==> config.mk <==
export PLATFORM = sky130hd
export DESIGN_NAME = gb5_lane
export DESIGN_NICKNAME = d
export VERILOG_FILES = /design/src/design/gb5_pkg.sv /design/src/design/gb5_lane.sv
export SDC_FILE = /design/constraint.sdc
export NUM_CORES = 1
export LEC_CHECK = 0
export BUFFER_PORTS_ARGS = -buffer_cell sky130_fd_sc_hd__buf_4
export CORE_MARGIN = 2
export CORE_UTILIZATION = 42
export CTS_CLUSTER_SIZE = 25
export DETAILED_ROUTE_END_ITERATION = 6
export PLACE_DENSITY = 0.66
export SYNTH_ARGS = -nofsm -noshare
export SYNTH_HDL_FRONTEND = slang
export SYNTH_SLANG_ARGS = --single-unit
==> constraint.sdc <==
create_clock -name clk -period 4.37 [get_ports clk]
set_input_delay 0.2185 -clock clk [delete_from_list [all_inputs] [get_ports clk]]
set_output_delay 0.2185 -clock clk [all_outputs]
set_load 0.02 [all_outputs]
==> src/design/gb5_pkg.sv <==
`timescale 1ns / 1ps
// Shared types, widths and constants for the 5x5 binomial blur block.
// No dependencies; every other file of the block imports this package.
package gb5_pkg;

    // Line storage geometry.
    localparam int MAX_WIDTH  = 1024;
    localparam int COL_W      = $clog2(MAX_WIDTH);
    localparam int MAX_HEIGHT = 4096;
    localparam int ROW_W      = $clog2(MAX_HEIGHT);
    localparam int MIN_SIZE   = 5;

    // Pixel and channel widths.
    localparam int CHAN_W     = 8;
    localparam int PIX_W      = 3 * CHAN_W;
    localparam int LINES      = 4;
    localparam int LB_WORD_W  = LINES * PIX_W;
    localparam int TAPS       = 5;

    // Sum widths: a vertical sum is at most 10 * 255, the full 5x5 sum 100 * 255.
    localparam int VSUM_W     = 12;
    localparam int HSUM_W     = 15;

    // Division by 100 as multiply by 5243 and shift right by 19; exact for sums below 25600.
    localparam int DIV_MUL_W  = 13;
    localparam logic [DIV_MUL_W-1:0] DIV_MUL = 13'd5243;
    localparam int DIV_SHIFT  = 19;
    localparam int PROD_W     = HSUM_W + DIV_MUL_W;

    // Configuration port.
    localparam int CFG_IDX_W  = 2;
    localparam int CFG_DATA_W = 13;
    localparam int IMG_W_W    = 11;
    localparam int IMG_H_W    = 13;
    localparam logic [CFG_IDX_W-1:0] CFG_IMAGE_WIDTH  = 2'd0;
    localparam logic [CFG_IDX_W-1:0] CFG_IMAGE_HEIGHT = 2'd1;
    localparam logic [COL_W-1:0] RESET_WIDTH_M1  = 10'd639;
    localparam logic [ROW_W-1:0] RESET_HEIGHT_M1 = 12'd479;

    // Result queue.
    localparam int FIFO_DEPTH = 8;
    localparam int FIFO_PTR_W = $clog2(FIFO_DEPTH);
    localparam int FIFO_CNT_W = FIFO_PTR_W + 1;
    localparam int PEND_W     = 3;

    typedef logic [CHAN_W-1:0]    chan_t;
    typedef logic [PIX_W-1:0]     pix_word_t;
    typedef logic [LB_WORD_W-1:0] lb_word_t;
    typedef logic [VSUM_W-1:0]    vsum_t;

    // Flags that travel with a pixel down the pipeline.
    typedef struct packed {
        logic produce;
        logic row_end;
        logic frame_end;
    } pix_flags_t;

    // One queued result item.
    typedef struct packed {
        chan_t red;
        chan_t green;
        chan_t blue;
        logic  row_end;
        logic  frame_end;
    } result_t;

endpackage

==> src/design/gb5_lane.sv <==
`timescale 1ns / 1ps
// One color lane: vertical 1-2-4-2-1 sum, five-column window, horizontal sum
// and division by 100. Depends on gb5_pkg.
module gb5_lane
    import gb5_pkg::*;
(
    input  logic  clk,
    input  logic  shift,
    input  chan_t col_pix [TAPS],
    output chan_t quotient
);

    vsum_t              vsum;
    vsum_t              win_reg [TAPS];
    logic [HSUM_W-1:0]  hsum_next;
    logic [HSUM_W-1:0]  hsum_reg;
    logic [PROD_W-1:0]  prod_reg;

    // Vertical weights: rows top to bottom are 1, 2, 4, 2, 1.
    assign vsum = {4'b0, col_pix[0]} + {3'b0, col_pix[1], 1'b0} + {2'b0, col_pix[2], 2'b0}
                + {3'b0, col_pix[3], 1'b0} + {4'b0, col_pix[4]};

    always_ff @(posedge clk)
    begin
        if (shift)
        begin
            for (int i = 0; i < TAPS - 1; i++)
            begin
                win_reg[i] <= win_reg[i + 1];
            end
            win_reg[TAPS - 1] <= vsum;
        end
    end

    assign hsum_next = {3'b0, win_reg[0]} + {2'b0, win_reg[1], 1'b0}
                     + {1'b0, win_reg[2], 2'b0} + {2'b0, win_reg[3], 1'b0}
                     + {3'b0, win_reg[4]};

    always_ff @(posedge clk)
    begin
        hsum_reg <= hsum_next;
        prod_reg <= PROD_W'(hsum_reg) * PROD_W'(DIV_MUL);
    end

    assign quotient = prod_reg[DIV_SHIFT +: CHAN_W];

endmodule

# After elaboration in Yosys (flattened, before gate mapping)
# Memory sizes are Yosys's and may differ from the RTL's.
# Index checks and enable logic that the tools add are counted.
[word_totals]
ff_bits = 42
ram_bits = 60
input_bits = 42
elab_cells = 14
n_memories = 1
[classes]
addsub = 8
n_mul = 1
muxes = 2
[mem_list]
columns = ["memory", "depth", "width", "rd", "rd_ports_with_merged_regs", "wr", "line_no", "rtl"]
rows = [
  ["win_reg", 5, 12, 5, 0, 5, "gb5_lane.sv:14", "vsum_t win_reg [TAPS];"],
]
[op_table]
columns = ["op", "count"]
rows = [
  ["multiplier 15 x 13 -> 27 bit (second input constant)", 1],
  ["adder 14 x 14 -> 15 bit", 1],
  ["adder 15 x 12 -> 15 bit", 1],
  ["adder 15 x 13 -> 15 bit", 1],
  ["adder 12 x 13 -> 14 bit", 1],
  ["adder 11 x 9 -> 12 bit", 1],
  ["adder 12 x 8 -> 12 bit", 1],
  ["adder 10 x 10 -> 11 bit", 1],
  ["adder 8 x 9 -> 10 bit", 1],
  ["2-to-1 mux 1 bit", 2],
]

# Longest topological paths before layout
[logic_depth]
ltp_word = 4
ltp_mapped = 17
ltp_nobuf = 17

# Worst setup path before layout
# No wires, ideal clock.
[synth_path]
path_type = "register to register"
start = "reg hsum_reg[12]"
end = "reg prod_reg[26]"
setup_time_ps = 72
arrival_time_ps = 4358
required_time_ps = 4298
setup_slack_ps = -61
stages_incl_launch_ff = 18
n_path_buf = 0
period_less_slack_ps = 4431
path_cell_list = "dfxtp_1 -> fa_1 -> ha_1 -> inv_1 -> fa_1 -> inv_1 -> fa_1 -> inv_1 -> fa_1 -> inv_1 -> ha_1 -> a211oi_1 -> o21bai_1 -> o31ai_1 -> o21a_1 -> o211ai_2 -> a31oi_2 -> xnor2_1"
[synth_via]
elab_chain_len = 1
[synth_rtl]
columns = ["element", "line_no", "rtl"]
rows = [
  ["from (decl)", "gb5_lane.sv:16", "logic [HSUM_W-1:0] hsum_reg;"],
  ["from (signal assigned)", "gb5_lane.sv:41", "hsum_reg <= hsum_next;"],
  ["multiplier 15 x 13 -> 27 bit", "gb5_lane.sv:42", "prod_reg <= PROD_W'(hsum_reg) * PROD_W'(DIV_MUL);"],
  ["to (signal assigned)", "gb5_lane.sv:42", ""],
  ["to (decl)", "gb5_lane.sv:17", "logic [PROD_W-1:0] prod_reg;"],
]
# Every way passes these cells.

# Final worst setup path
[layout_path]
start = "reg hsum_reg[12]"
end = "reg prod_reg[24]"
# The elaborated chain is that of the path after synthesis.

==> impl_metrics.tcl <==
set metrics [dict create \
    period_minus_slack_ns 4.26 \
    maxCapViolCount 0 \
    diodes 0 \
    grt_pass1_vias 5077 \
    drt-wirelength-per-cell_um 13.9 \
    synth_cells 611 \
    root_buffer "clkbuf_16" \
    finalCritPeriodShare_pct 97.5 \
    max_stage_delay_ns 0.53 \
    post-route-worst-setup-slack_ns 0.111 \
    clock-sinks 83 \
    ant_nets 0 \
    finalSetupViolations 0 \
    critPathLaunchType "flop" \
    min_path_type "in -> reg" \
    worstPathRequired_ns 4.61 \
    synth_seq_cells 83 \
    antenna_found_initial 0 \
    clock_path_buffers 2 \
    htreeDepth 3 \
    numCtsBuffers 9 \
    synth_cell_types 41 \
    dieArea_um2 19600 \
    fmax_ghz 0.235 \
    synth_nets 904 \
    die_width_um 140 \
    cts_tree "built" \
    syn_area_um2 7760 \
    cp-end-kind "flop" \
    drive_above_1_share_pct 25.2 \
    rsz0062_at_grt "yes" \
    grt_overflow 0 \
    clock_latency_ns 0.35 \
    finalWirelength_mm 13.2 \
    start_util_pct 43.0 \
    rows 49 \
    path_clk_slew_ns 0.07 \
    grt_pass1_wl_mm 22.4 \
    ys_warn_count 0 \
    cpMostUsedCell "fa_1" \
    grt_max_degree 61 \
    yosysSeqAreaShare_pct 29.2 \
    critPathMaxFanout 4 \
    critPathSlowestCell "fa_1" \
    nFillCells 1521 \
    firstDrtPassIters 4 \
    routabilityCongestion 0.829 \
    crit_chain "buf_6 -> fa_1 -> ha_4 -> inv_2 -> fa_1 -> fa_1 -> fa_1 -> inv_2 -> ha_4 -> and4_4 -> o2111a_1 -> o21ai_4 -> o21ai_1 -> a21oi_1 -> xnor2_1" \
    cp.arrival_ns 4.50 \
    fin_nets 1005 \
    avgSynthCellArea_um2 12.7 \
    die_h_um 140 \
    fp.coreArea_um2 18000 \
    ios 50 \
    hold_viol 0 \
    place_hpwl_mm 11.1 \
    io_buffers 49 \
    largest_reg_flops 60 \
    viasPerCell 4.86 \
    tightest_slew_ns 0.724 \
    grt_usage_pct 14.3 \
    syn2layout_area_growth_pct 21.7 \
    maxSlewViolCount 0 \
    fin_worst_skew_ns 0.00749 \
    seq_area_um2 2290 \
    drc_errors 0 \
    worst-setup-path-type "reg -> reg" \
    vias 4594 \
    cts_hold_buf 0 \
    multi_input_area_um2 5320 \
    place_ws_ns -0.237 \
    slew-limit-headroom_pct 51.7 \
    status "complete, no violations" \
    drt-initial-drc-count 150 \
]
[metal layers]
metal	wire length (µm)	up-vias	part of all wire (%)	track usage (%)
li1	-	2196	-	-
met1	5700	2321	43	17.7
met3	312	19	2.4	2.50
met4	267	0	2.0	5.37
met2	6900	58	52	25.0
met5	0	-	0	0
[layout by cell type (no fill, tap or decap), drive strengths merged, types with 3 or more instances in the layout]
| cell | Yosys | layout |
|---|---|---|
| buf | 0 | 90 |
| ha | 125 | 125 |
| xor2 | 4 | 4 |
| clkinvlp | 0 | 3 |
| o21bai | 3 | 3 |
| nand3 | 4 | 4 |
| dfxtp | 23 | 23 |
| a21oi | 21 | 21 |
| clkbuf | 0 | 10 |
| nor2b | 4 | 4 |
| edfxtp | 60 | 60 |
| xnor2 | 20 | 20 |
| nor3 | 4 | 4 |
| o21ai | 16 | 16 |
| a21o | 9 | 9 |
| nand4 | 3 | 3 |
| fa | 126 | 126 |
| nand2b | 5 | 5 |
| nor2 | 12 | 12 |
| inv | 139 | 141 |
| nand2 | 11 | 11 |
[cell usage after synthesis (all sizes together)]
cell type / instances / area share (%)
xnor2: 20 / 2.3
a21boi: 2 / 0.19
or2b: 1 / 0.11
and4: 1 / 0.11
o21bai: 3 / 0.29
a31oi: 2 / 0.24
edfxtp: 60 / 23
xor2: 4 / 0.45
a21oi: 21 / 1.4
o221a: 1 / 0.15
ha: 125 / 20
a2111o: 1 / 0.15
o311a: 1 / 0.13
or3: 1 / 0.081
a311oi: 1 / 0.11
o31ai: 2 / 0.19
o2111a: 1 / 0.15
nor3: 4 / 0.26
or3b: 1 / 0.11
nand3: 4 / 0.26
nor2b: 4 / 0.32
dfxtp: 23 / 5.9
o21ai: 16 / 1.1
and2: 1 / 0.081
a21o: 9 / 0.89
o211ai: 2 / 0.26
a211oi: 2 / 0.19
nand2b: 5 / 0.40
fa: 126 / 33
o21a: 2 / 0.19
nand4: 3 / 0.24
nand2: 11 / 0.53
nor2: 12 / 0.58
inv: 139 / 6.7
[what timing repair did]
| item | in CTS | in global routing |
|---|---|---|
| resized for setup | 45 | 39 |
| endpoints found under the setup margin | 7 | 7 |
| pin swaps | 39 | 45 |
| buffers inserted | 3 | 1 |
| endpoints found under the hold margin | 0 | 0 |
[worst max-delay path, delay by kind of cell (launching register included)]
family / cells / cell delay, ns
compound gates: 4 / 0.63
xor+xnor: 1 / 0.13
fa+ha+maj: 6 / 2.62
buf+inv: 3 / 0.22
flops: 1 / 0.37
simple gates: 1 / 0.21
[area by class of cell]
type                       count  share of cell area [%]
multi-input combinational    389                    56.3
clock inverter                 6                   0.769
inverter                     139                    5.53
tap                          229                    3.04
sequential                    83                    24.3
clock buffer                  10                    2.53
timing repair buffer          90                    7.53
[worst paths after layout]
| check | start | endpoint | slack [ns] | cells after the start |
|---|---|---|---|---|
| max | hsum_reg[12]$_DFF_P_ | prod_reg[24]$_DFF_P_ | 0.11 | 15 |
| min | col_pix[32] | win_reg[4][0]$_DFFE_PP_ | 0.17 | 2 |
| min reg2reg | win_reg[0][0]$_DFFE_PP_ | hsum_reg[0]$_DFF_P_ | 0.47 | 1 |
| max reg2reg | hsum_reg[12]$_DFF_P_ | prod_reg[24]$_DFF_P_ | 0.11 | 15 |
[kinds of logic after synthesis]
logic type                 synth area share (%)
adders and majority gates                  52.7
buffers and inverters                      6.73
DFF                                        29.2
AOI/OAI and AO/OA                          5.61
and+or+nand+nor                            3.10
xor gates and xnor gates                   2.71
[stage by stage]
stage	util (%)	area (µm²)	cells	setup TNS [ns]	hold slack (ns)
CTS	51.4	9270	945	0	0.166
global placement	48.3	8700	926	-0.411	0.445
finish	52.4	9440	946	0	0.170
detailed placement	48.3	8700	926	-1.14	0.455
floorplan	-	7760	611	0	0.331
global route	52.4	9440	946	-0.212	0.183
Power is not shown: default switching activity piles up to over one toggle a cycle in this logic, so the estimate is an artifact.
