## src/design/gb5_pkg.sv

```systemverilog
`timescale 1ns / 1ps
// Shared types, widths and constants for the 5x5 binomial blur block.
// No dependencies; every other file of the block imports this package.
package gb5_pkg;

    // Line storage geometry.
    localparam int MAX_WIDTH  = 1024;
    localparam int COL_W      = $clog2(MAX_WIDTH);
    localparam int MAX_HEIGHT = 4096;
    localparam int ROW_W      = $clog2(MAX_HEIGHT);
    localparam int MIN_SIZE   = 5;

    // Pixel and channel widths.
    localparam int CHAN_W     = 8;
    localparam int PIX_W      = 3 * CHAN_W;
    localparam int LINES      = 4;
    localparam int LB_WORD_W  = LINES * PIX_W;
    localparam int TAPS       = 5;

    // Sum widths: a vertical sum is at most 10 * 255, the full 5x5 sum 100 * 255.
    localparam int VSUM_W     = 12;
    localparam int HSUM_W     = 15;

    // Division by 100 as multiply by 5243 and shift right by 19; exact for sums below 25600.
    localparam int DIV_MUL_W  = 13;
    localparam logic [DIV_MUL_W-1:0] DIV_MUL = 13'd5243;
    localparam int DIV_SHIFT  = 19;
    localparam int PROD_W     = HSUM_W + DIV_MUL_W;

    // Configuration port.
    localparam int CFG_IDX_W  = 2;
    localparam int CFG_DATA_W = 13;
    localparam int IMG_W_W    = 11;
    localparam int IMG_H_W    = 13;
    localparam logic [CFG_IDX_W-1:0] CFG_IMAGE_WIDTH  = 2'd0;
    localparam logic [CFG_IDX_W-1:0] CFG_IMAGE_HEIGHT = 2'd1;
    localparam logic [COL_W-1:0] RESET_WIDTH_M1  = 10'd639;
    localparam logic [ROW_W-1:0] RESET_HEIGHT_M1 = 12'd479;

    // Result queue.
    localparam int FIFO_DEPTH = 8;
    localparam int FIFO_PTR_W = $clog2(FIFO_DEPTH);
    localparam int FIFO_CNT_W = FIFO_PTR_W + 1;
    localparam int PEND_W     = 3;

    typedef logic [CHAN_W-1:0]    chan_t;
    typedef logic [PIX_W-1:0]     pix_word_t;
    typedef logic [LB_WORD_W-1:0] lb_word_t;
    typedef logic [VSUM_W-1:0]    vsum_t;

    // Flags that travel with a pixel down the pipeline.
    typedef struct packed {
        logic produce;
        logic row_end;
        logic frame_end;
    } pix_flags_t;

    // One queued result item.
    typedef struct packed {
        chan_t red;
        chan_t green;
        chan_t blue;
        logic  row_end;
        logic  frame_end;
    } result_t;

endpackage

```

## src/design/gb5_if.sv

```systemverilog


interface gb5_res_if
    import gb5_pkg::*;
();
    logic  valid;
    logic  ready;
    chan_t blue_out;
    chan_t green_out;
    chan_t red_out;
    logic  row_end;
    logic  frame_end;

    modport source (output valid, output blue_out, output green_out, output red_out,
                    output row_end, output frame_end, input ready);
    modport sink   (input valid, input blue_out, input green_out, input red_out,
                    input row_end, input frame_end, output ready);
endinterface


```

## src/design/gb5_merge.sv

```systemverilog
`timescale 1ns / 1ps
// Merges the three lane results and the pixel flags into result requests and
// queues them for the output channel. Depends on gb5_pkg and gb5_if.
module gb5_merge
    import gb5_pkg::*;
(
    input  logic                  clk,
    input  logic                  rst_n,
    input  logic                  push,
    input  chan_t                 red,
    input  chan_t                 green,
    input  chan_t                 blue,
    input  logic                  row_end,
    input  logic                  frame_end,
    output logic [FIFO_CNT_W-1:0] count,
    gb5_res_if.source             res
);

    result_t               fifo_mem [FIFO_DEPTH];
    logic [FIFO_PTR_W-1:0] wr_ptr_reg;
    logic [FIFO_PTR_W-1:0] wr_ptr_next;
    logic [FIFO_PTR_W-1:0] rd_ptr_reg;
    logic [FIFO_PTR_W-1:0] rd_ptr_next;
    logic [FIFO_CNT_W-1:0] count_reg;
    logic [FIFO_CNT_W-1:0] count_next;
    logic                  pop;
    result_t               head;

    assign pop = res.valid && res.ready;

    always_ff @(posedge clk)
    begin
        if (push)
        begin
            fifo_mem[wr_ptr_reg] <= '{red: red, green: green, blue: blue,
                                      row_end: row_end, frame_end: frame_end};
        end
    end

    always_comb
    begin
        wr_ptr_next = push ? wr_ptr_reg + 1'b1 : wr_ptr_reg;
        rd_ptr_next = pop ? rd_ptr_reg + 1'b1 : rd_ptr_reg;
        count_next  = count_reg + FIFO_CNT_W'(push) - FIFO_CNT_W'(pop);
    end

    always_ff @(posedge clk or negedge rst_n)
    begin
        if (!rst_n)
        begin
            wr_ptr_reg <= '0;
            rd_ptr_reg <= '0;
            count_reg  <= '0;
        end
        else
        begin
            wr_ptr_reg <= wr_ptr_next;
            rd_ptr_reg <= rd_ptr_next;
            count_reg  <= count_next;
        end
    end

    assign head          = fifo_mem[rd_ptr_reg];
    assign res.valid     = (count_reg != '0);
    assign res.red_out   = head.red;
    assign res.green_out = head.green;
    assign res.blue_out  = head.blue;
    assign res.row_end   = head.row_end;
    assign res.frame_end = head.frame_end;
    assign count         = count_reg;

endmodule

```

## src/flat_wrapper.sv

```systemverilog
// flat-port wrapper written by rule: the top's interface ports become plain ports
module gb5_merge_flat import gb5_pkg::*;
  (clk, rst_n, push, red, green, blue, row_end, frame_end, count, res_valid, res_blue_out, res_green_out, res_red_out, res_row_end, res_frame_end, res_ready);
  gb5_res_if res_i ();
  input  logic clk;
  input  logic rst_n;
  input  logic push;
  input  chan_t red;
  input  chan_t green;
  input  chan_t blue;
  input  logic row_end;
  input  logic frame_end;
  output logic [FIFO_CNT_W-1:0] count;
  output wire logic [$bits(res_i.valid)-1:0] res_valid;
  output wire logic [$bits(res_i.blue_out)-1:0] res_blue_out;
  output wire logic [$bits(res_i.green_out)-1:0] res_green_out;
  output wire logic [$bits(res_i.red_out)-1:0] res_red_out;
  output wire logic [$bits(res_i.row_end)-1:0] res_row_end;
  output wire logic [$bits(res_i.frame_end)-1:0] res_frame_end;
  input wire logic [$bits(res_i.ready)-1:0] res_ready;
  assign res_valid = res_i.valid;
  assign res_blue_out = res_i.blue_out;
  assign res_green_out = res_i.green_out;
  assign res_red_out = res_i.red_out;
  assign res_row_end = res_i.row_end;
  assign res_frame_end = res_i.frame_end;
  assign res_i.ready = res_ready;
  gb5_merge u_core (.clk(clk), .rst_n(rst_n), .push(push), .red(red), .green(green), .blue(blue), .row_end(row_end), .frame_end(frame_end), .count(count), .res(res_i));
endmodule
```

## config.mk

```make
export PLATFORM = sky130hd
export DESIGN_NAME = gb5_merge_flat
export DESIGN_NICKNAME = d
export VERILOG_FILES = /design/src/design/gb5_pkg.sv /design/src/design/gb5_if.sv /design/src/design/gb5_merge.sv /design/src/flat_wrapper.sv
export SDC_FILE = /design/constraint.sdc
export NUM_CORES = 1
export LEC_CHECK = 0
export BUFFER_PORTS_ARGS = -buffer_cell sky130_fd_sc_hd__buf_2
export CORE_ASPECT_RATIO = 2
export CORE_MARGIN = 4
export CORE_UTILIZATION = 60
export CTS_CLUSTER_DIAMETER = 80
export DETAILED_ROUTE_END_ITERATION = 16
export GPL_ROUTABILITY_DRIVEN = 0
export PLACE_DENSITY_LB_ADDON = 0.3
export SLEW_MARGIN = 20
export SYNTH_ARGS = -nofsm -noshare
export SYNTH_HDL_FRONTEND = slang
export SYNTH_SLANG_ARGS = --single-unit
```

## constraint.sdc

```tcl
create_clock -name clk -period 3.5 [get_ports clk]
set_input_delay 0.175 -clock clk [delete_from_list [all_inputs] [get_ports clk]]
set_output_delay 0.175 -clock clk [all_outputs]
set_load 0.02 [all_outputs]
```

== Word-level counts from Yosys, hierarchy flattened ==
Memories as Yosys holds them, arrays and structs flattened.
Index checks and enable logic that the tools add are counted.

* Add/subtract/negate cells: 4
* Mux-type cells: 2
* Reductions and logical operators: 2

{| class="wikitable"
|+ Operators by type and width
! operator !! count
|-
| 3-bit by 1-bit adder with 3-bit output, second input constant || 2
|-
| 4-bit by 1-bit adder with 4-bit output || 1
|-
| 4-bit nonzero test || 1
|-
| 4-bit by 1-bit subtractor with 4-bit output || 1
|-
| 1-bit 2-to-1 mux || 2
|-
| 1-bit logical AND || 1
|}

* Register bits after elaboration: 10
* RAM bits: 208
* Input port bits: 30
* Output and inout bits: 31
* Word-level logic and storage cells: 12
* Memories: 1

{| class="wikitable"
|+ Memory list
! memory !! words !! width !! read ports !! clocked after memory_dff !! write ports !! line !! RTL
|-
| u_core.fifo_mem || 8 || 26 || 1 || 0 || 1 || gb5_merge.sv:19 || <nowiki>result_t fifo_mem [FIFO_DEPTH];</nowiki>
|}

== Logic depth before layout (Yosys ltp) ==
Gate-level depths: netlist of the first run.

* Depth after elaboration: 3
* Gate-level depth with buffers: 11
* Mapped depth without buffers: 11

== Worst setup path after synthesis of the first run ==
Ideal clock, no wire load.

* Path kind: register to register
* From: register u_core.wr_ptr_reg[1]
* To: memory u_core.fifo_mem[0][0] (netlist name) (enable)
* Library setup time: 0.442 ns
* Data arrival time: 2.377 ns
* Required time: 3.058 ns
* Path slack: 0.682 ns
* Cell stages (with the launch flop): 3
* Path buffers: 0
* Clock period less this slack: 2.818 ns
* Path through: dfrtp_1 -> nand2b_1 -> nor3_1

{| class="wikitable"
|+ RTL lines
! element !! line !! RTL
|-
| start: declaration || gb5_merge.sv:20 || <nowiki>logic [FIFO_PTR_W-1:0] wr_ptr_reg;</nowiki>
|-
| start signal: assignment || gb5_merge.sv:57 || <nowiki>wr_ptr_reg <= wr_ptr_next;</nowiki>
|-
| end: declaration || gb5_merge.sv:19 ||
|}

No word-level cell before the write port.

== Final worst setup path of the first run ==
* From: register u_core.rd_ptr_reg[0]
* To: output port res_green_out[3]

* Cells in the longest elaborated chain, start to end: 1

{| class="wikitable"
|+ RTL lines
! element !! line !! RTL
|-
| start: declaration || gb5_merge.sv:22 || <nowiki>logic [FIFO_PTR_W-1:0] rd_ptr_reg;</nowiki>
|-
| start signal: assignment || gb5_merge.sv:58 || <nowiki>rd_ptr_reg <= rd_ptr_next;</nowiki>
|-
| memory 8 x 26 bit || -- ||
|-
| end: declaration || flat_wrapper.sv:16 || <nowiki>output wire logic [$bits(res_i.green_out)-1:0] res_green_out;</nowiki>
|}

Every way passes these cells.

==> results of run 1 <==
-- cells in the final DEF, fill, tap and decap left out, types with 7 or more instances in the layout --
cell type | Yosys | layout
buf_2 | 2 | 60
buf_4 | 0 | 13
clkbuf_16 | 0 | 19
dfrtp_1 | 10 | 8
dlygate4sd3_1 | 0 | 29
edfxtp_1 | 208 | 208
ha_1 | 7 | 7
inv_1 | 9 | 9
mux2_2 | 28 | 28
mux4_1 | 52 | 52
-- critical path: stages, from the launching register on --
cell and delay (ps):
dfrtp_2 610, buf_4 330, mux4_1 600, mux2_2 290, buf_2 160
-- layer usage --
layer	vias to the layer above	wire, um	GRT usage (%)
met1	1991	5830	24.5
met4	0	425	6.82
met3	31	531	2.26
met5	-	0	0
met2	95	8440	35.2
li1	1740	-	-
-- cell families (layout without fill, tap and decap cells) --
kind of cell,count (synthesis),count (layout),synth area share (%)
muxes,80,80,19.6
buffers and inverters,24,145,1.61
and+or+nand+nor,17,17,0.935
DFF,218,218,75.8
adders and majority gates,8,8,1.26
xor gates and xnor gates,6,6,0.613
AOI/OAI and AO/OA,2,2,0.146
-- what timing repair did --
action	4_1_cts	5_1_grt
endpoints found under the hold margin	220	0
gates resized for setup	0	0
hold buffers	29	0
-- layout make-up --
| type | count | area (um2) |
|---|---|---|
| Inverter | 9 | 33.8 |
| Fill cell | 809 | 3880 |
| Clock buffer | 21 | 483 |
| Sequential cell | 218 | 6500 |
| Timing Repair Buffer | 103 | 708 |
| Multi-Input combinational cell | 113 | 1960 |
| Clock inverter | 12 | 164 |
| Tap cell | 189 | 236 |
-- stage by stage --
| stage | power (mW) | util, % | std cells | hold WS [ps] |
|---|---|---|---|---|
| finish | 8.22 | 72.2 | 665 | 81.3 |
| global route | 8.61 | 72.2 | 665 | 92.3 |
| CTS | 8.33 | 72.2 | 665 | 60.9 |
| detailed placement | 6.14 | 65.5 | 603 | 47.4 |
| global placement | 6.06 | 65.5 | 603 | 44.8 |
| floorplan | 5.35 | - | 355 | -121 |
-- power by group --
part / internal, mW / switching [mW] / leakage (nW)
logic: 1.19 / 1.36 / 1.25
clock network: 1.29 / 0.869 / 0.308
registers: 3.30 / 0.208 / 2.00
total: 5.78 / 2.44 / 3.56
-- worst max-delay path by stage --
stage | from | to | slack, ps | cells after the start
2_1_floorplan | u_core.wr_ptr_reg[1]$_DFFE_PN0P_ | u_core.fifo_mem[0][0]$_DFFE_PP_ | 680 | 2
3_3_place_gp | u_core.count[2]$_DFF_PN0_ | u_core.count[2]$_DFF_PN0_ | 1120 | 11
3_5_place_dp | u_core.count[2]$_DFF_PN0_ | u_core.count[2]$_DFF_PN0_ | 1060 | 11
4_1_cts | u_core.rd_ptr_reg[0]$_DFFE_PN0P_ | res_blue_out[4] | 800 | 4
5_1_grt | u_core.rd_ptr_reg[0]$_DFFE_PN0P_ | res_green_out[3] | 760 | 4
6_report | u_core.rd_ptr_reg[0]$_DFFE_PN0P_ | res_green_out[3] | 840 | 4
==> metrics, run 1 <==
outcome finished clean; Area Growth Syn to Fin 17.7%; Startpoint Class flip-flop; PwrDens 816 mW/mm2; LEAKAGE 3.56 nW; Fmax 376 MHz; Post-CTS Setup Bufs 0; Synth Net Count 393; CTS Buf Count 19; Final Hold Fails 0; Post-synth top flop edfxtp_1; Mean Syn Cell Area 24.1 um2; Final Worst Setup Slack 841 ps; internal reg-to-reg setup slack 1060 ps; WL/cell 22.9 um; period utilization 76.0%; synth top area cells edfxtp_1, mux4_1, mux2_2; DR iter-0 viols 214; Gate Count Post-Synth 355; fin area 0.0101 mm2; CP max FO 14; Final Setup Violations 0; pre-CTS setup slack 1060 ps; worst relative slew slack 39.2%; max FFs per register 208; initial antenna violation count 0; RSZ-0062 raised after global routing no; core box area 0.0140 mm2; Netlist cell types 20; die height 177 um; largest net degree at the start of global routing 31; reg-to-reg endpoint u_core.count[2]$_DFF_PN0_; Root Driver clkbuf_16; CTS Buffer Depth 3; Initial Utilization 61.3%; die area 0.0164 mm2; vias in the first global route 4111; CP required 3320 ps; Tightest Pin Transition 913 ps; setup tns final 0 ps; minimum clock period 2660 ps; Post-synth EDFFs 208; crit path kind reg2out; Row Count 61; I/O pins 61; H-tree levels 1; Final nets 502; CTS sink cnt 218; vias 3857; cell with the most instances after synthesis edfxtp_1; Synth Warn # 0; Reg clk slew, reported paths 70 ps; post-synthesis cell area 0.00857 mm2; port bufs 60; Antenna Nets Post-Route 0; asr flop ratio synth 4.59%; Vias/cell 5.80; Layout Skew 16.2 ps; Pins Over Slew Limit 0; top-area cell type share of the netlist area 72.9%; dpl cell area 0.00915 mm2; Yosys reg bits 218; VDD IR max 546 uV; DRC Markers 0; clk_lat worst skew 480 ps; FF-to-FF Start u_core.count[2]$_DFF_PN0_; HPWL after detailed placement 8870 um; DRT Pass-1 Iters 4; Die Wd 92.5 um; post-synth top area cell edfxtp_1; commonest cells in the netlist edfxtp_1, mux4_1, mux2_2; Seq/Total Area, Yosys 75.8%; Post-Route WL 15200 um; max_cap viols 0; HP Class in2async; CP arrival 2480 ps; Antenna diodes 0; Setup crit end kind primary output; layout cells sized above 1 29.4%; R2R depth 11; GRT Resource Usage Total 19.6%; TritonCTS clock tree yes; first-pass GRT wire length 23600 um; Congestion Overflow GR 0
Note: power is estimated with default switching activity, not from simulation.
==> inputs of run 2 (changes only) <==
==> constraint.sdc (replaced) <==
create_clock -name clk -period 2.7 [get_ports clk]
set_input_delay 0.135 -clock clk [delete_from_list [all_inputs] [get_ports clk]]
set_output_delay 0.135 -clock clk [all_outputs]
set_load 0.02 [all_outputs]
==> metrics, run 2 (synthesis results as in run 1) <==
outcome finished clean; Area Growth Syn to Fin 18.1%; CTS sink cnt 218 (unchanged); combinational cell fraction of total power 31.7% (+0.6 points); register area 0.00650 mm2 (unchanged); vias 3873 (+0.41%); Antenna Nets Post-Route 0 (unchanged); DRC Markers 0 (unchanged); Initial Utilization 61.3% (unchanged); GRT Resource Usage Total 20.1% (+0.52 points); cell family with most CP delay adder cells; Root Driver clkbuf_16; Final Setup Violations 0 (unchanged); RSZ-0062 raised after global routing no; die area 0.0164 mm2 (unchanged); most frequent cells in the layout edfxtp_1, buf_2, mux4_1; Sw Ratio 29.8% (+0.086 points); Layout Skew 10.7 ps (-5.56 ps); Post-CTS Setup Bufs 0 (unchanged); max_cap viols 0 (unchanged); Vias/cell 5.87 (+1.2%); clock share of power 25.8% (-0.5 points); die height 177 um (unchanged); Final nets 498 (-0.80%); dpl cell area 0.00919 mm2 (+0.49%); I/O pins 61 (unchanged); Buf/Inv on CP 4 (+2); Tightest Pin Transition 625 ps (-287 ps); Fmax 397 MHz; vias in the first global route 4181 (+1.7%); CP required 3050 ps (-270 ps); port bufs 60 (unchanged); WL/cell 23.6 um (+3.0%); clk_lat worst skew 470 ps (about the same); hold_ws 37.6 ps (-43.7 ps); worst relative slew slack 58.3% (+19 points); Die Wd 92.5 um (unchanged); FILL cells 822 (+1.6%); Setup crit end kind flip-flop; fin area 0.0101 mm2 (+0.32%); CTS Buf Count 18 (-1); layout cells sized above 1 28.9% (-0.54 points); Pins Over Slew Limit 0 (unchanged); Pint 7.50 mW (+30%); Congestion Overflow GR 0 (unchanged); Row Count 61 (unchanged); Post-Route WL 15600 um (+2.2%); Critical-path top delay cell or3b_2; CTS Buffer Depth 3 (unchanged); net switching power 3.18 mW (+30%); max FFs per register 208 (unchanged); CP max FO 3 (-11); initial antenna violation count 0 (unchanged); DR iter-0 viols 254 (+19%); VDD IR max 906 uV (+66%); crit-path cells inv_1 -> ha_1 -> or3b_2 -> nand2_2 -> inv_1 -> ha_1 -> inv_1 -> ha_1 -> inv_1 -> fa_1 -> xnor2_1; Critical Path Most Common Cell inv_1; HP Class in2async; register share of total power 42.5% (about the same); Reg clk slew, reported paths 70 ps (about the same); minimum clock period 2520 ps; CP arrival 2870 ps (+390 ps); PwrDens 1060 mW/mm2 (+29%); LEAKAGE 3.56 nW (about the same); TritonCTS clock tree yes; post-route insts no fill 660 (-0.75%); Critical Path Max Stage Delay 480 ps (-130 ps); DRT Pass-1 Iters 4 (unchanged); period utilization 93.3%; HPWL after detailed placement 8560 um (-3.5%); Startpoint Class flip-flop; most common cell after layout, fill and taps aside edfxtp_1; H-tree levels 1 (unchanged); crit path kind reg2reg; internal reg-to-reg setup slack 180 ps (-880 ps); largest net degree at the start of global routing 53 (+71%); Antenna diodes 0 (unchanged); area of the multi-input gates 0.00200 mm2 (+2.3%); setup tns final 0 ps (unchanged); first-pass GRT wire length 24600 um (+4.2%); Final Hold Fails 0 (unchanged); placed instance count 600 (-0.50%); core box area 0.0140 mm2 (unchanged)
run 2: changes by cell type in the layout (fill, tap and decap cells not counted), sizes merged:
cell / change
buf: -3
clkinvlp: -2
run 2: power by group through the flow:
stage                     logic, mW  registers [mW]  clock network (mW)
after floorplan                2.44            4.50                   0
after global placement         3.32            4.56                   0
after detailed placement       3.40            4.61                   0
after CTS                      3.46            4.55                2.81
after global routing           3.64            4.59                2.95
final                          3.39            4.54                2.75
run 2: metrics by stage:
step | worst slack, ps | utilization [%] | total power [mW]
after floorplan | 166 | - | 6.94
after global routing | 12.2 | 72.4 | 11.2
after CTS | 169 | 72.4 | 10.8
after global placement | 328 | 65.8 | 7.87
after detailed placement | 198 | 65.8 | 8.01
final | 181 | 72.4 | 10.7
run 2: worst paths after layout:
| path | to | from | depth (start not counted) |
|---|---|---|---|
| worst max-delay path | u_core.count[2]$_DFF_PN0_ | u_core.count[2]$_DFF_PN0_ | 11 |
| worst min-delay path | u_core.count[0]$_DFF_PN0_ | rst_n | 2 |
| worst max register to register | u_core.count[2]$_DFF_PN0_ | u_core.count[2]$_DFF_PN0_ | 11 |
| worst min register to register | u_core.rd_ptr_reg[0]$_DFFE_PN0P_ | u_core.rd_ptr_reg[0]$_DFFE_PN0P_ | 1 |
| min in group clk | u_core.fifo_mem[6][20]$_DFFE_PP_ | red[2] | 2 |
| max in group asynchronous | u_core.rd_ptr_reg[0]$_DFFE_PN0P_ | rst_n | 2 |
run 2: timing repair:
item                                    CTS  global route
hold endpoints to repair                224             0
resized for setup                         0             1
endpoints found under the setup margin    0             1
hold buffers                             29             0
run 2: metal layers:
layer  vias to the layer above  share of wire (%)  track usage (%)  wire (um)
li1                       1729                  -                -          -
met1                      2032                 39             26.6       6060
met2                       100                 56             36.0       8670
met3                        12                4.0             2.38        626
met4                         0                1.3             4.34        200
met5                         -                  0                0          0
run 2: layout make-up:
class,count,area share (%)
clock inverters,10,1.47
clock buffers,21,4.77
repair buffers,100,7.03
well taps,189,2.34
inverters,9,0.334
flip-flops and latches,218,64.2
multi-input cells,113,19.8
==> inputs of run 3 (changes only) <==
--- a/config.mk
+++ b/config.mk
@@ -5,14 +5,15 @@
 export SDC_FILE = /design/constraint.sdc
 export NUM_CORES = 1
 export LEC_CHECK = 0
-export BUFFER_PORTS_ARGS = -buffer_cell sky130_fd_sc_hd__buf_2
+export BUFFER_PORTS_ARGS = -buffer_cell sky130_fd_sc_hd__buf_4
 export CORE_ASPECT_RATIO = 2
-export CORE_MARGIN = 4
+export CORE_MARGIN = 8
 export CORE_UTILIZATION = 60
 export CTS_CLUSTER_DIAMETER = 80
 export DETAILED_ROUTE_END_ITERATION = 16
 export GPL_ROUTABILITY_DRIVEN = 0
 export PLACE_DENSITY_LB_ADDON = 0.3
+export REMOVE_ABC_BUFFERS = 1
 export SLEW_MARGIN = 20
 export SYNTH_ARGS = -nofsm -noshare
 export SYNTH_HDL_FRONTEND = slang
==> metrics, run 3 (synthesis results as in run 1) <==
max FFs per register 208 (unchanged); minimum clock period 2550 ps (+36.1 ps); clock share of power 24.2% (-1.6 points); combinational cell fraction of total power 34.2% (+2.5 points); net switching power 3.21 mW (+0.88%); grt peak-use layer met2; TritonCTS clock tree yes; vias in the first global route 4198 (+0.41%); CP arrival 2920 ps (+50 ps); I/O pins 61 (unchanged); Post-Route WL 15500 um (-0.49%); Row Count 62 (+1.6%); met2 Track Usage GR 32.7% (-3.3 points); Reg clk slew, reported paths 70 ps (about the same); period utilization 94.6% (+1.3 points); GR Util met3 2.64% (+0.25 points); Post-CTS Setup Bufs 0 (unchanged); Pint 7.63 mW (+1.7%); GRT Resource Usage Total 17.2% (-2.9 points); clk_lat worst skew 480 ps (about the same); CTS Buf Count 18 (unchanged); Fmax 391 MHz (-1.4%); die area 0.0186 mm2 (+14%); Worst setup endpoint u_core.count[1]$_DFF_PN0_; Final nets 503 (+1.0%); worst relative slew slack 63.6% (+5.3 points); core box area 0.0142 mm2 (+1.6%); WL/cell 23.1 um (-1.8%); CTS sink cnt 218 (unchanged); largest net degree at the start of global routing 35 (-34%); max_cap viols 0 (unchanged); first-pass GRT wire length 23400 um (-4.6%); crit path kind reg2reg; # resized after CTS 0 (unchanged); critical path launch point u_core.count[2]$_DFF_PN0_; Antenna Nets Post-Route 0 (unchanged); Pins Over Slew Limit 0 (unchanged); layout cells sized above 1 30.4% (+1.5 points); CP max FO 3 (unchanged); port bufs 60 (unchanged); H-tree levels 1 (unchanged); most frequent cells in the layout edfxtp_1, buf_4, mux4_1; VDD IR max 729 uV (-20%); Root Driver clkbuf_16; Congestion Overflow GR 0 (unchanged); Final Setup Violations 0 (unchanged); hold buffer count at CTS 29 (unchanged); Initial Utilization 60.4% (-0.99 points); HPWL after detailed placement 9690 um (+13%); Die Wd 101 um (+8.6%); die height 185 um (+4.5%); R2R depth 11 (unchanged); FF-to-FF Start u_core.count[2]$_DFF_PN0_; Final Worst Setup Slack 145 ps (-36.1 ps); Tightest Pin Transition 544 ps (-81.0 ps); register share of total power 41.6% (-0.9 points); met1 track demand over resource 18.6% (-7.9 points); vias 3838 (-0.90%); RSZ-0062 raised after global routing no; Area Growth Syn to Fin 20.3%; DRC Markers 0 (unchanged); most common cell after layout, fill and taps aside edfxtp_1; DRT Pass-1 Iters 4 (unchanged); Layout Skew 9.34 ps (-1.32 ps); Sw Ratio 29.6% (-0.16 points); CP required 3070 ps (+20 ps); initial antenna violation count 0 (unchanged); post-layout util 72.6% (+0.15 points); Setup crit end kind flip-flop; DR iter-0 viols 211 (-17%); reg-to-reg endpoint u_core.count[1]$_DFF_PN0_; Startpoint Class flip-flop; outcome finished clean; hold_ws 30.8 ps (-6.78 ps); internal reg-to-reg setup slack 150 ps (-40 ps); PwrDens 1050 mW/mm2 (-0.41%); LEAKAGE 3.64 nW (+2.3%); Vias/cell 5.74 (-2.2%); Final Hold Fails 0 (unchanged); pre-CTS setup slack 177 ps (-21.4 ps); CTS Buffer Depth 3 (unchanged); HP Class in2async; Antenna diodes 0 (unchanged)
==> run 3: cell count changes in the layout (fill, tap and decap cells not counted), moves of 2 or more <==
cell / previous run / this run
clkinv_2: 1 / 5
buf_12: 3 / 5
bufinv_16: 4 / 1
buf_4: 8 / 71
buf_2: 60 / 0
clkbuf_1: 2 / 0
clkinv_1: 4 / 2
nor3_4: 2 / 0
clkbuf_16: 19 / 21
nor3_2: 0 / 2
==> run 3: worst min path at each step <==
stage | slack (ps) | cells past startpoint | end
after floorplan | -160 | 0 | u_core.count[0]$_DFF_PN0_
after global placement | -30 | 1 | u_core.count[0]$_DFF_PN0_
after detailed placement | -30 | 1 | u_core.count[0]$_DFF_PN0_
after CTS | 20 | 2 | u_core.count[0]$_DFF_PN0_
after global routing | 30 | 2 | u_core.count[0]$_DFF_PN0_
final | 30 | 2 | u_core.count[0]$_DFF_PN0_
==> run 3: cell type report <==
| class | count | area, um2 |
|---|---|---|
| flip-flops and latches | 218 | 6500 |
| fillers | 804 | 3890 |
| multi-input cells | 113 | 1990 |
| repair buffers | 105 | 923 |
| clock buffers | 22 | 539 |
| well taps | 192 | 240 |
| clock inverters | 10 | 78.8 |
| inverters | 9 | 33.8 |
==> run 3: metrics by stage <==
| step | total power, mW | instances | TNS [ps] | cell area (um2) |
|---|---|---|---|---|
| after global placement | 8.16 | 608 | 0 | 9400 |
| after floorplan | 6.82 | 340 | -5130 | 8460 |
| after CTS | 11.0 | 669 | 0 | 10300 |
| final | 10.8 | 669 | 0 | 10300 |
| after global routing | 11.3 | 669 | 0 | 10300 |
| after detailed placement | 8.32 | 608 | 0 | 9400 |
==> run 3: power groups by stage <==
stage / Combinational, mW / Clock (mW) / Sequential (mW)
global route: 3.95 / 2.80 / 4.54
global placement: 3.64 / 0 / 4.52
finish: 3.71 / 2.63 / 4.50
floorplan: 2.06 / 0 / 4.76
detailed placement: 3.74 / 0 / 4.58
CTS: 3.79 / 2.68 / 4.51
==> run 3: worst max-delay path, cell delays in order (launching register included) <==
cell and delay, ps:
dfrtp_1 380, inv_1 80, ha_1 140, or3b_2 480, nand2_1 150, inv_1 70
ha_1 280, inv_1 60, ha_1 180, inv_1 70, fa_1 510, inv_1 40
==> run 3: metal layers <==
layer,routed length [um],up-vias,share of wire [%]
met2,8850,89,57
li1,-,1741,-
met1,5730,1985,37
met4,339,0,2.2
met3,562,23,3.6
met5,0,-,0
